--- src/rtl/jbds_pkg.sv ---
// Shared types, character codes and helpers for the JSON block delimiter scanner.
package jbds_pkg;

  // Result status codes.
  typedef enum logic [1:0] {
    STATUS_BLOCK = 2'd0,
    STATUS_CLEAN = 2'd1,
    STATUS_EMPTY = 2'd2,
    STATUS_ERROR = 2'd3
  } status_e;

  // Kind of the block that is currently open.
  typedef enum logic [1:0] {
    KIND_NONE   = 2'd0,
    KIND_OBJECT = 2'd1,
    KIND_ARRAY  = 2'd2
  } open_kind_e;

  // Reported block kind.
  localparam logic BLOCK_OBJECT = 1'b0;
  localparam logic BLOCK_ARRAY  = 1'b1;

  // Character codes.
  localparam logic [7:0] CHAR_NUL       = 8'h00;
  localparam logic [7:0] CHAR_LBRACE    = 8'h7B;
  localparam logic [7:0] CHAR_RBRACE    = 8'h7D;
  localparam logic [7:0] CHAR_LBRACKET  = 8'h5B;
  localparam logic [7:0] CHAR_RBRACKET  = 8'h5D;
  localparam logic [7:0] CHAR_QUOTE     = 8'h22;
  localparam logic [7:0] CHAR_BACKSLASH = 8'h5C;
  localparam logic [7:0] CHAR_SPACE     = 8'h20;
  localparam logic [7:0] CHAR_TAB       = 8'h09;
  localparam logic [7:0] CHAR_CR        = 8'h0D;

  // Whitespace is the space character and the control codes from tab to carriage return.
  function automatic logic is_space(input logic [7:0] c);
    is_space = (c == CHAR_SPACE) || ((c >= CHAR_TAB) && (c <= CHAR_CR));
  endfunction

endpackage

--- src/rtl/json_block_delimiter_scanner_top.sv ---
// Top level of the JSON block delimiter scanner: input register, scan logic, result register.
//
// The scanner takes one buffer byte per request and can accept a new request in every
// clock cycle while in_stall_o is low. A request passes through an input register; when
// it advances, the scan state (offset, string and escape flags, bracket depth) is
// updated and any result is written to the result register. A completed block reports
// its kind and its start and end offsets (end is one past the closing bracket); an end
// marker or a zero byte reports the buffer outcome and restarts the offset count at
// zero. Only the first bracket kind of a block is counted for nesting. When a result is
// held by out_stall_i, items that produce no result keep flowing; an item that would
// produce a result waits in the input register.
module json_block_delimiter_scanner_top #(
  parameter int OFFSET_BITS = 16,
  parameter int DEPTH_BITS  = 8
) (
  input  logic        clk_i,
  input  logic        rst_ni,
  // Request channel.
  input  logic        in_valid_i,
  output logic        in_stall_o,
  input  logic [7:0]  data_byte_i,
  input  logic        end_of_buffer_i,
  // Result channel.
  output logic        out_valid_o,
  input  logic        out_stall_i,
  output logic [1:0]  status_o,
  output logic        block_kind_o,
  output logic [15:0] block_start_o,
  output logic [15:0] block_end_o
);

  localparam logic [OFFSET_BITS-1:0] PosMax  = {OFFSET_BITS{1'b1}};
  localparam logic [DEPTH_BITS-1:0]  NestMax = {DEPTH_BITS{1'b1}};

  // Input register.
  logic       in_vld_q;
  logic [7:0] byte_q;
  logic       eob_q;

  // Scan state.
  logic [OFFSET_BITS-1:0] position_q, position_d;
  logic                   in_string_q, in_string_d;
  logic                   escape_q, escape_d;
  jbds_pkg::open_kind_e   open_kind_q, open_kind_d;
  logic [DEPTH_BITS-1:0]  nesting_q, nesting_d;
  logic [OFFSET_BITS-1:0] start_q, start_d;
  logic                   any_block_q, any_block_d;
  logic                   nonspace_q, nonspace_d;
  logic                   overflow_q, overflow_d;

  // Result register.
  logic                   out_vld_q;
  jbds_pkg::status_e      status_q, status_d;
  logic                   kind_q, kind_d;
  logic [OFFSET_BITS-1:0] rstart_q, rstart_d;
  logic [OFFSET_BITS-1:0] rend_q, rend_d;

  logic has_result;
  logic out_free;
  logic advance;
  logic in_take;
  logic is_end;
  logic [7:0] opener;
  logic [7:0] closer;

  // Widened copies for masking offsets down to the 16-bit result fields.
  logic [OFFSET_BITS+15:0] start_ext;
  logic [OFFSET_BITS+15:0] end_ext;

  // Handshake: the register in front advances when its item either makes no result
  // or the result register is free or being emptied.
  assign out_free   = !out_vld_q || !out_stall_i;
  assign advance    = in_vld_q && (out_free || !has_result);
  assign in_stall_o = in_vld_q && !advance;
  assign in_take    = in_valid_i && !in_stall_o;

  assign is_end = eob_q || (byte_q == jbds_pkg::CHAR_NUL);
  assign opener = (open_kind_q == jbds_pkg::KIND_OBJECT) ? jbds_pkg::CHAR_LBRACE
                                                         : jbds_pkg::CHAR_LBRACKET;
  assign closer = (open_kind_q == jbds_pkg::KIND_OBJECT) ? jbds_pkg::CHAR_RBRACE
                                                         : jbds_pkg::CHAR_RBRACKET;

  // Scan step for the item held in the input register.
  always_comb begin
    position_d  = position_q;
    in_string_d = in_string_q;
    escape_d    = escape_q;
    open_kind_d = open_kind_q;
    nesting_d   = nesting_q;
    start_d     = start_q;
    any_block_d = any_block_q;
    nonspace_d  = nonspace_q;
    overflow_d  = overflow_q;
    has_result  = 1'b0;
    status_d    = jbds_pkg::STATUS_BLOCK;
    kind_d      = jbds_pkg::BLOCK_OBJECT;
    rstart_d    = '0;
    rend_d      = '0;

    if (is_end) begin
      // End of buffer: report the outcome and return to the reset state.
      has_result = 1'b1;
      if (overflow_q || nonspace_q) begin
        status_d = jbds_pkg::STATUS_ERROR;
      end else if (!any_block_q) begin
        status_d = jbds_pkg::STATUS_EMPTY;
      end else begin
        status_d = jbds_pkg::STATUS_CLEAN;
      end
      position_d  = '0;
      in_string_d = 1'b0;
      escape_d    = 1'b0;
      open_kind_d = jbds_pkg::KIND_NONE;
      nesting_d   = '0;
      start_d     = '0;
      any_block_d = 1'b0;
      nonspace_d  = 1'b0;
      overflow_d  = 1'b0;
    end else if (overflow_q) begin
      // Bytes after an overflow are dropped until the end of the buffer.
    end else if (position_q == PosMax) begin
      overflow_d = 1'b0 | 1'b1;
    end else begin
      position_d = position_q + 1'b1;
      if (!jbds_pkg::is_space(byte_q)) begin
        nonspace_d = 1'b1;
      end
      if (in_string_q) begin
        // Inside a string only quotes and escapes matter.
        if ((byte_q == jbds_pkg::CHAR_QUOTE) && !escape_q) begin
          in_string_d = 1'b0;
        end
        escape_d = (byte_q == jbds_pkg::CHAR_BACKSLASH) && !escape_q;
      end else if (byte_q == jbds_pkg::CHAR_QUOTE) begin
        in_string_d = 1'b1;
      end else if (open_kind_q == jbds_pkg::KIND_NONE) begin
        // The first bracket outside a string opens a block.
        if (byte_q == jbds_pkg::CHAR_LBRACE) begin
          open_kind_d = jbds_pkg::KIND_OBJECT;
          start_d     = position_q;
          nesting_d   = DEPTH_BITS'(1);
        end else if (byte_q == jbds_pkg::CHAR_LBRACKET) begin
          open_kind_d = jbds_pkg::KIND_ARRAY;
          start_d     = position_q;
          nesting_d   = DEPTH_BITS'(1);
        end
      end else if (byte_q == opener) begin
        if (nesting_q == NestMax) begin
          overflow_d = 1'b1;
        end else begin
          nesting_d = nesting_q + 1'b1;
        end
      end else if ((byte_q == closer) && (nesting_q != '0)) begin
        nesting_d = nesting_q - 1'b1;
        if (nesting_q == DEPTH_BITS'(1)) begin
          // The outermost bracket closed: report the block.
          has_result  = 1'b1;
          status_d    = jbds_pkg::STATUS_BLOCK;
          kind_d      = (open_kind_q == jbds_pkg::KIND_ARRAY) ? jbds_pkg::BLOCK_ARRAY
                                                              : jbds_pkg::BLOCK_OBJECT;
          rstart_d    = start_q;
          rend_d      = position_q + 1'b1;
          open_kind_d = jbds_pkg::KIND_NONE;
          any_block_d = 1'b1;
          nonspace_d  = 1'b0;
          start_d     = '0;
        end
      end
    end
  end

  // Input register control.
  always_ff @(posedge clk_i or negedge rst_ni) begin
    if (!rst_ni) begin
      in_vld_q <= 1'b0;
    end else if (in_take) begin
      in_vld_q <= 1'b1;
    end else if (advance) begin
      in_vld_q <= 1'b0;
    end
  end

  // Input register payload.
  always_ff @(posedge clk_i) begin
    if (in_take) begin
      byte_q <= data_byte_i;
      eob_q  <= end_of_buffer_i;
    end
  end

  // Scan state.
  always_ff @(posedge clk_i or negedge rst_ni) begin
    if (!rst_ni) begin
      position_q  <= '0;
      in_string_q <= 1'b0;
      escape_q    <= 1'b0;
      open_kind_q <= jbds_pkg::KIND_NONE;
      nesting_q   <= '0;
      start_q     <= '0;
      any_block_q <= 1'b0;
      nonspace_q  <= 1'b0;
      overflow_q  <= 1'b0;
    end else if (advance) begin
      position_q  <= position_d;
      in_string_q <= in_string_d;
      escape_q    <= escape_d;
      open_kind_q <= open_kind_d;
      nesting_q   <= nesting_d;
      start_q     <= start_d;
      any_block_q <= any_block_d;
      nonspace_q  <= nonspace_d;
      overflow_q  <= overflow_d;
    end
  end

  // Result register control.
  always_ff @(posedge clk_i or negedge rst_ni) begin
    if (!rst_ni) begin
      out_vld_q <= 1'b0;
    end else if (advance && has_result) begin
      out_vld_q <= 1'b1;
    end else if (!out_stall_i) begin
      out_vld_q <= 1'b0;
    end
  end

  // Result register payload.
  always_ff @(posedge clk_i) begin
    if (advance && has_result) begin
      status_q <= status_d;
      kind_q   <= kind_d;
      rstart_q <= rstart_d;
      rend_q   <= rend_d;
    end
  end

  // Offsets are reported modulo 2^16.
  assign start_ext = {16'b0, rstart_q};
  assign end_ext   = {16'b0, rend_q};

  assign out_valid_o   = out_vld_q;
  assign status_o      = status_q;
  assign block_kind_o  = kind_q;
  assign block_start_o = start_ext[15:0];
  assign block_end_o   = end_ext[15:0];

endmodule
--- config.mk ---
export PLATFORM = sky130hd
export DESIGN_NAME = json_block_delimiter_scanner_top
export DESIGN_NICKNAME = d
export VERILOG_FILES = /design/src/rtl/jbds_pkg.sv /design/src/rtl/json_block_delimiter_scanner_top.sv
export SDC_FILE = /design/constraint.sdc
export NUM_CORES = 1
export LEC_CHECK = 0
export ABC_AREA = 0
export ABC_CLOCK_PERIOD_IN_PS = 7100
export BUFFER_PORTS_ARGS = -buffer_cell sky130_fd_sc_hd__buf_2
export CORE_UTILIZATION = 30
export CTS_CLUSTER_SIZE = 30
export DETAILED_ROUTE_END_ITERATION = 16
export GPL_TIMING_DRIVEN = 0
export MAX_ROUTING_LAYER = met4
export PLACE_DENSITY = 0.56
export SLEW_MARGIN = 20
export SYNTH_ARGS = -nofsm -noshare
export SYNTH_HDL_FRONTEND = slang
export SYNTH_SLANG_ARGS = --single-unit
--- constraint.sdc ---
create_clock -name clk_i -period 7.1 [get_ports clk_i]
set_clock_uncertainty 0.1 [all_clocks]
set_input_delay 0.355 -clock clk_i [delete_from_list [all_inputs] [get_ports clk_i]]
set_output_delay 0.355 -clock clk_i [all_outputs]
set_load 0.005 [all_outputs]
==> flow_summary.ini, run 1 <==
[run_status]
run_status = completed

[synthesis]
yosysTopAreaCell = edfxtp_1
ys.flop_type = dfrtp_1
ys_ff_latch = 93
ys.warnings.count = 0
yosysSeqAreaShare_pct = 57.3
ys_top_cells_by_count = 64 x nor2_1, 49 x dfrtp_1, 45 x o21ai_0
synth-edff-count = 44
syn_avg_cell_area_um2 = 10.2
yosys.cell_count.top_type = nor2_1
synth.top_cell.area_share_pct = 29.7
async_flop_share_pct = 52.7
synth.distinct_cells = 45
netlist_top_cells_area = edfxtp_1 30%, dfrtp_1 28%, nor2_1 5.4%
synth_cells = 437
syn-num-nets = 455
synth_area_um2 = 4450

[detailed_routing]
dr.pass1.iters = 4
drt_wl_total_um = 10100
wire_per_inst_um = 14.6
drt_iter0_drc = 131
drcViolationCount = 0
vias_per_cell = 4.96
vias = 3412
antenna_left = 0

[clock_tree]
cts.path.max_buffers = 2
cts_resized = 0
clkLatencyLatePin_ns = 0.35
cts_tree = done
cts.sinks = 93
htreeDepth = 3
cts_made_buffers = 9
clk_pin_slew_ns = 0.07
ctsRootBufferMaster = clkbuf_16

[die]
rows = 44
die_area_um2 = 15300
initial_core_util_pct = 30.7
io_pins = 50
core_um2 = 14500
dieHeight_um = 124
die_x_um = 124

[global_route]
grt-ovfl-total = 0
grt_use_total_pct = 14.6
grt_pass1_vias = 3289
antenna_found_initial = 0
grt_pass1_wl_um = 16500
grt_max_degree = 50

[timing]
slew_viol_final = 0
fmax_ghz = 0.304
worst_pin_slew_ns = 0.812
min_period_ns = 3.28
period_share_pct = 46.3
rsz0062_at_grt = false
finalHoldViolCount = 0
setup_viol = 0
slew_headroom_pct = 45.5
final.setup.tns_ns = 0

[power_and_ir_drop]
powerDensity_nw_per_um2 = 232
clkPwrFrac_pct = 37.2
p_comb_share_pct = 12.3
pwr-share-seq_pct = 50.6
p_sw_share_pct = 27.2
power.switching_mw = 0.332
irDropWorstVdd_mv = 0.117
fin_total_pwr_mw = 1.22
power.internal_mw = 0.890
leakage_nw = 1.98

[worst_hold_path]
holdPathEnd = byte_q[1]
hold_depth = 1
min_from = data_byte_i[1]
min_path_type = in2reg

[worst_setup_path]
crit_fanout = 9
r2r-end = byte_q[0]
reg2reg_from = position_q[0]
worst_setup_path_start_kind = register
r2r_setup_slack_ns = 3.82
crit_required_ns = 6.98
critical_path_class = reg2reg
cp.arrival_ns = 3.16
r2r_cells = 6
cp-end-kind = register

[layout]
syn2layout_area_growth_pct = 18.2
n_antenna_cell = 0
nets = 517
drive_above_1_share_pct = 17.9
final_util_pct = 36.3

[placement]
hpwl_um = 7250
io_buffer_count = 49
globalplace.congestion = 0.873

[run]
cap_violations = 0
==> sequential cells by signal (all words and copies together), names as in the netlist, 2 cells and up <==
register,flops
open_kind_q,2
position_q,16
block_start_o,16
nesting_q,8
block_end_o,16
byte_q,8
start_q,16
status_o,2
==> metal layers <==
layer / part of all wire [%] / global-route usage, % / routed length, um
met5: 0 / - / 0
met2: 50 / 24.2 / 5040
met4: 1.5 / 5.50 / 148
met1: 43 / 17.6 / 4380
met3: 5.0 / 3.02 / 506
==> worst max path at each step <==
stage                   from               end  cells past startpoint
2_1_floorplan   nesting_q[0]    block_end_o[0]                      6
3_3_place_gp    nesting_q[0]  block_start_o[2]                      6
3_5_place_dp   position_q[0]         byte_q[5]                      6
4_1_cts        position_q[0]         byte_q[2]                      6
5_1_grt        position_q[0]         byte_q[2]                      6
6_report       position_q[0]         byte_q[0]                      6
==> critical path, cell delays in order (launching register included) <==
cell and delay [ns]:
dfrtp_1 0.45, ha_1 0.30, nand3_1 0.25, o41ai_1 0.67, nand3b_1 0.36, a21oi_1 0.18, nor2b_1 0.61
==> kinds of logic (layout without fill, tap and decap cells) <==
kind of cell             count (synthesis)  in the layout  share of synthesized area (%)
AO/OA/AOI/OAI                          102            102                           13.8
XOR/XNOR                                16             16                           3.15
adder cells (fa/ha/maj)                  5              5                           1.41
buffers and inverters                   48            115                           4.47
flip-flops                              93             93                           57.3
multiplexers                             2              2                          0.506
AND/OR/NAND/NOR                        171            171                           19.5
==> power groups by stage <==
stage                     combinational, mW  sequential (mW)  clock [mW]
final                                 0.150            0.618       0.454
after global routing                  0.172            0.622       0.484
after CTS                             0.151            0.618       0.468
after detailed placement              0.151            0.629           0
after global placement                0.144            0.629           0
after floorplan                      0.0983            0.625           0
==> cells in the final DEF (no fill, tap or decap), drive strengths merged, types with 2 or more instances in the layout <==
master,count
nand3,9
o31ai,10
nand2b,3
o21ai,57
and2,5
a211oi,3
a31oi,5
clkbuf,20
nand4,22
nor4,6
o21a,3
clkinvlp,2
buf,61
a21oi,9
xor2,3
nand4b,2
a21o,2
a311oi,3
edfxtp,44
or3,2
o211ai,5
nor3,10
dfrtp,49
ha,5
xnor2,13
or2,5
mux2,2
and3,6
clkinv,2
and4,3
inv,29
nand2,27
nor2,64
nor2b,3
==> stage by stage <==
stage	setup slack [ns]	cell area, um^2	std cells	hold WS (ns)
after floorplan	3.13	4450	437	-0.0406
after global placement	2.07	4920	670	0.399
after detailed placement	3.83	4970	671	0.333
after CTS	3.81	5260	688	0.0716
after global routing	3.54	5260	688	0.0741
final	3.82	5260	688	0.0827
==> layout make-up <==
type	instances	area [um^2]
multi-input combinational	296	1710
inverter	26	97.6
tap	184	230
fill	1476	9220
sequential	93	2550
clock buffer	9	225
clock inverter	7	56.3
buffer	22	101
timing repair buffer	51	285
==> what timing repair did <==
| action | 4_1_cts | 5_1_grt |
|---|---|---|
| setup buffers | 0 | 0 |
| hold endpoints to repair | 49 | 0 |
| hold buffers | 1 | 0 |
(Power assumes the default switching activity.)
==> run 2: changes to the inputs <==
--- a/config.mk
+++ b/config.mk
@@ -6,7 +6,7 @@
 export NUM_CORES = 1
 export LEC_CHECK = 0
 export ABC_AREA = 0
-export ABC_CLOCK_PERIOD_IN_PS = 7100
+export ABC_CLOCK_PERIOD_IN_PS = 3100
 export BUFFER_PORTS_ARGS = -buffer_cell sky130_fd_sc_hd__buf_2
 export CORE_UTILIZATION = 30
 export CTS_CLUSTER_SIZE = 30
==> constraint.sdc (replaced) <==
create_clock -name clk_i -period 3.1 [get_ports clk_i]
set_clock_uncertainty 0.1 [all_clocks]
set_input_delay 0.155 -clock clk_i [delete_from_list [all_inputs] [get_ports clk_i]]
set_output_delay 0.155 -clock clk_i [all_outputs]
set_load 0.005 [all_outputs]
==> flow_summary.ini, run 2 (synthesis gave the netlist of run 1 again) <==
[layout]
multiInputGateArea_um2 = 1760
mostFrequentLayoutCells = 64 x nor2_1, 57 x buf_2, 49 x dfrtp_1
nets = 533
layout_commonest_cell = nor2_1
syn2layout_area_growth_pct = 23.1
drive_above_1_share_pct = 19.2
n_antenna_cell = 0
final_util_pct = 37.8
num-fill-cells = 1439
register_area_um2 = 2550
layout.cells.non_filler = 704

[global_route]
grt-ovfl-total = 0
grt_use_total_pct = 15.3
grt_max_degree = 50
grt_pass1_vias = 3312
antenna_found_initial = 0
grt_pass1_wl_um = 17000

[clock_tree]
cts.path.max_buffers = 2
ctsRootBufferMaster = clkbuf_16
cts_tree = done
cts.sinks = 93
cts_made_buffers = 9
clkLatencyLatePin_ns = 0.35
clk_pin_slew_ns = 0.07
htreeDepth = 3

[die]
io_pins = 50
die_x_um = 124
initial_core_util_pct = 30.7
dieHeight_um = 124
rows = 44
core_um2 = 14500
die_area_um2 = 15300

[detailed_routing]
drcViolationCount = 0
drt_iter0_drc = 163
vias = 3481
drt_wl_total_um = 10300
antenna_left = 0
vias_per_cell = 4.94
wire_per_inst_um = 14.6
dr.pass1.iters = 4

[timing]
worst_pin_slew_ns = 0.801
finalHoldViolCount = 0
final.setup.tns_ns = 0
whs_ns = 0.280
slew_viol_final = 0
fmax_ghz = 0.344
slew_headroom_pct = 46.1
fin_ws_ns = 0.195
setup_viol = 0
rsz0062_at_grt = false
period_share_pct = 93.7
min_period_ns = 2.91

[power_and_ir_drop]
p_comb_share_pct = 12.5
power.internal_mw = 2.13
irDropWorstVdd_mv = 0.215
pwr-share-seq_pct = 48.9
power.switching_mw = 0.768
clkPwrFrac_pct = 38.6
p_sw_share_pct = 26.5
powerDensity_nw_per_um2 = 529
leakage_nw = 2.11

[run]
cap_violations = 0

[worst_setup_path]
worst_setup_path_start_kind = register
crit_required_ns = 3.21
path_buf_inv = 3
r2r-end = block_end_o[5]
r2r_setup_slack_ns = 0.19
cp-end-kind = register
cp_cell_sequence = inv_1 -> ha_1 -> or4b_2 -> nor3_1 -> nand3b_1 -> or2_2 -> clkbuf_1 -> buf_2 -> nor2_1
crit_fanout = 10
critical_path_class = reg2reg
cp.arrival_ns = 3.01
path_delay_family = simple AND/OR/NAND/NOR gates
reg2reg_from = nesting_q[0]
crit_path_max_incr_delay_ns = 0.63
crit_path_top_delay_cell = or4b_2
r2r_cells = 9

[placement]
io_buffer_count = 49
place_inst = 671
post-place-ws_ns = -0.224
globalplace.congestion = 0.878
hpwl_um = 7180

[worst_hold_path]
min_path_type = in2async

[run_status]
run_status = completed
==> run 2: changes by cell type in the layout (fill, tap and decap cells not counted), sizes merged <==
cell         previous run  this run
clkinv                  2         3
inv                    29        28
buf                    61        66
bufinv                  0         1
dlygate4sd3             1        12
clkinvlp                2         1
==> run 2: cell type report <==
| type | instances | area share (%) |
|---|---|---|
| buffer | 22 | 1.85 |
| clock inverter | 7 | 1.33 |
| tap | 184 | 4.20 |
| inverter | 26 | 1.78 |
| multi-input combinational | 296 | 32.1 |
| clock buffer | 9 | 4.11 |
| timing repair buffer | 67 | 8.13 |
| sequential | 93 | 46.5 |
==> run 2: timing repair <==
item	CTS	global route
hold endpoints to repair	60	0
setup buffers	0	5
pin swaps	0	2
hold buffers	12	0
endpoints found under the setup margin	33	74
gates resized for setup	2	5
==> run 2: power by group through the flow <==
stage | sequential (mW) | combinational, mW | clock (mW)
3_5_place_dp | 1.44 | 0.345 | 0
2_1_floorplan | 1.43 | 0.227 | 0
6_report | 1.42 | 0.363 | 1.12
5_1_grt | 1.43 | 0.415 | 1.20
3_3_place_gp | 1.44 | 0.333 | 0
4_1_cts | 1.42 | 0.358 | 1.14
==> run 2: metrics by stage <==
step	area (um^2)	power [mW]
6_report	5480	2.90
5_1_grt	5480	3.04
4_1_cts	5390	2.91
3_5_place_dp	4970	1.78
3_3_place_gp	4940	1.77
2_1_floorplan	4460	1.66
==> run 2: layer usage <==
layer	part of all wire, %	wire length (um)	vias up	global-route usage [%]
met4	2.4	245	0	6.55
met2	48	4890	61	23.9
li1	-	-	1729	-
met3	4.1	425	14	4.30
met1	46	4710	1677	18.5
met5	0	0	-	-
==> run 2: worst max-delay path by stage <==
stage                  start                to  slack, ns  depth (start not counted)
6_report        nesting_q[0]    block_end_o[5]       0.19                          9
5_1_grt        position_q[0]    position_q[14]       0.02                          8
4_1_cts         nesting_q[0]  block_start_o[2]       0.02                          7
3_5_place_dp   position_q[0]         byte_q[5]      -0.22                          6
3_3_place_gp    nesting_q[0]  block_start_o[2]      -0.26                          6
2_1_floorplan   nesting_q[0]    block_end_o[0]       0.27                          6
==> run 3: changes to the inputs <==
--- a/config.mk
+++ b/config.mk
@@ -6,11 +6,12 @@
 export NUM_CORES = 1
 export LEC_CHECK = 0
 export ABC_AREA = 0
-export ABC_CLOCK_PERIOD_IN_PS = 3100
+export ABC_CLOCK_PERIOD_IN_PS = 3000
 export BUFFER_PORTS_ARGS = -buffer_cell sky130_fd_sc_hd__buf_2
 export CORE_UTILIZATION = 30
 export CTS_CLUSTER_SIZE = 30
 export DETAILED_ROUTE_END_ITERATION = 16
+export GPL_ROUTABILITY_DRIVEN = 1
 export GPL_TIMING_DRIVEN = 0
 export MAX_ROUTING_LAYER = met4
 export PLACE_DENSITY = 0.56
==> constraint.sdc (replaced) <==
create_clock -name clk_i -period 3 [get_ports clk_i]
set_clock_uncertainty 0.1 [all_clocks]
set_input_delay 0.15 -clock clk_i [delete_from_list [all_inputs] [get_ports clk_i]]
set_output_delay 0.15 -clock clk_i [all_outputs]
set_load 0.005 [all_outputs]
==> flow_summary.ini, run 3 (synthesis gave the netlist of run 1 again) <==
[run_status]
run_status = completed

[global_route]
grt_pass1_vias = 3331
grt_max_degree = 50
antenna_found_initial = 0
grt-ovfl-total = 0
grt_use_total_pct = 15.4
grt_util_met1_pct = 18.7
top_usage_layer = met2
met3_usage_pct = 4.30
grt_pass1_wl_um = 17100
met2_usage_pct = 23.9

[power_and_ir_drop]
leakage_nw = 2.10
pwr-share-seq_pct = 48.9
p_comb_share_pct = 12.4
power.switching_mw = 0.794
fin_total_pwr_mw = 2.99
power.internal_mw = 2.20
irDropWorstVdd_mv = 0.223
p_sw_share_pct = 26.6
clkPwrFrac_pct = 38.7
powerDensity_nw_per_um2 = 547

[worst_setup_path]
worst_setup_path_start_kind = register
r2r_setup_slack_ns = 0.16
cp-end-kind = register
crit_required_ns = 2.96
critical_path_class = reg2reg
crit_fanout = 26
r2r_cells = 8
r2r-end = block_start_o[4]
cp.arrival_ns = 2.80
reg2reg_from = nesting_q[0]

[layout]
n_antenna_cell = 0
nets = 532
mostFrequentLayoutCells = 64 x nor2_1, 57 x buf_2, 48 x dfrtp_1
layout_commonest_cell = nor2_1
syn2layout_area_growth_pct = 22.8
num-fill-cells = 1439
drive_above_1_share_pct = 19.7
final_util_pct = 37.7
layout.cells.non_filler = 703

[placement]
place_inst = 671
hpwl_um = 7180
io_buffer_count = 49
globalplace.congestion = 0.878
post-place-ws_ns = -0.324

[detailed_routing]
wire_per_inst_um = 14.7
vias_per_cell = 4.93
dr.pass1.iters = 5
drcViolationCount = 0
antenna_left = 0
drt_iter0_drc = 158
vias = 3465
drt_wl_total_um = 10300

[timing]
finalHoldViolCount = 0
final.setup.tns_ns = 0
setup_viol = 0
fmax_ghz = 0.352
worst_pin_slew_ns = 0.784
period_share_pct = 94.7
fin_ws_ns = 0.160
rsz0062_at_grt = false
min_period_ns = 2.84
slew_viol_final = 0
slew_headroom_pct = 47.2

[worst_hold_path]
min_path_type = in2async

[die]
dieHeight_um = 124
initial_core_util_pct = 30.7
io_pins = 50
die_area_um2 = 15300
die_x_um = 124
core_um2 = 14500
rows = 44

[clock_tree]
cts_made_buffers = 9
cts_tree = done
clkLatencyLatePin_ns = 0.35
cts.path.max_buffers = 2
ctsRootBufferMaster = clkbuf_16
cts.sinks = 93
clk_pin_slew_ns = 0.07
htreeDepth = 3

[run]
cap_violations = 0
-- run 3: worst max path at each step --
stage	to	startpoint	depth (start not counted)	slack [ns]
after floorplan	block_end_o[0]	nesting_q[0]	6	0.17
after global placement	block_start_o[2]	nesting_q[0]	6	-0.36
after detailed placement	byte_q[5]	position_q[0]	6	-0.32
after CTS	block_end_o[10]	position_q[0]	8	0.01
after global routing	start_q[12]	open_kind_q[0]	8	0.0006
final	block_start_o[4]	nesting_q[0]	8	0.16
-- run 3: timing repair --
item                                   in CTS  in global routing
hold buffers                               12                  0
resized for setup                           5                  4
cloned                                      0                  0
setup endpoints to repair                  71                 44
pin swaps                                   1                  1
endpoints found under the hold margin      60                  0
setup buffers                               2                  2
-- run 3: layout make-up --
| type | instances | area [um^2] | share of cell area (%) |
|---|---|---|---|
| flip-flops and latches | 93 | 2550 | 46.7 |
| clock inverters | 7 | 72.6 | 1.33 |
| multi-input cells | 296 | 1760 | 32.2 |
| plain buffers | 22 | 101 | 1.86 |
| repair buffers | 66 | 425 | 7.79 |
| well taps | 184 | 230 | 4.21 |
| inverters | 26 | 97.6 | 1.79 |
| clock buffers | 9 | 225 | 4.12 |
-- run 3: critical path, cell delays in order, from the launching register on --
cell and delay (ns):
dfrtp_2 0.42, inv_1 0.09, ha_1 0.22, or4b_2 0.63
nor3_1 0.16, nand3b_1 0.23, buf_4 0.22, a21oi_4 0.24
buf_16 0.21
-- run 3: stage by stage --
step | cell area, um^2 | hold slack (ns)
after CTS | 5430 | 0.307
after detailed placement | 4970 | 0.129
after global placement | 4940 | 0.229
after floorplan | 4460 | -0.246
final | 5460 | 0.259
after global routing | 5460 | 0.336
-- run 3: per-layer routing --
layer | wire [um] | vias to the layer above
met5 | 0 | -
met4 | 171 | 0
met3 | 449 | 10
met2 | 5010 | 68
met1 | 4670 | 1664
li1 | - | 1723
-- run 3: power groups by stage --
stage / Combinational (mW) / Clock, mW / Sequential (mW)
finish: 0.371 / 1.16 / 1.46
CTS: 0.374 / 1.18 / 1.46
global placement: 0.344 / 0 / 1.49
global route: 0.424 / 1.24 / 1.47
floorplan: 0.234 / 0 / 1.48
detailed placement: 0.356 / 0 / 1.49
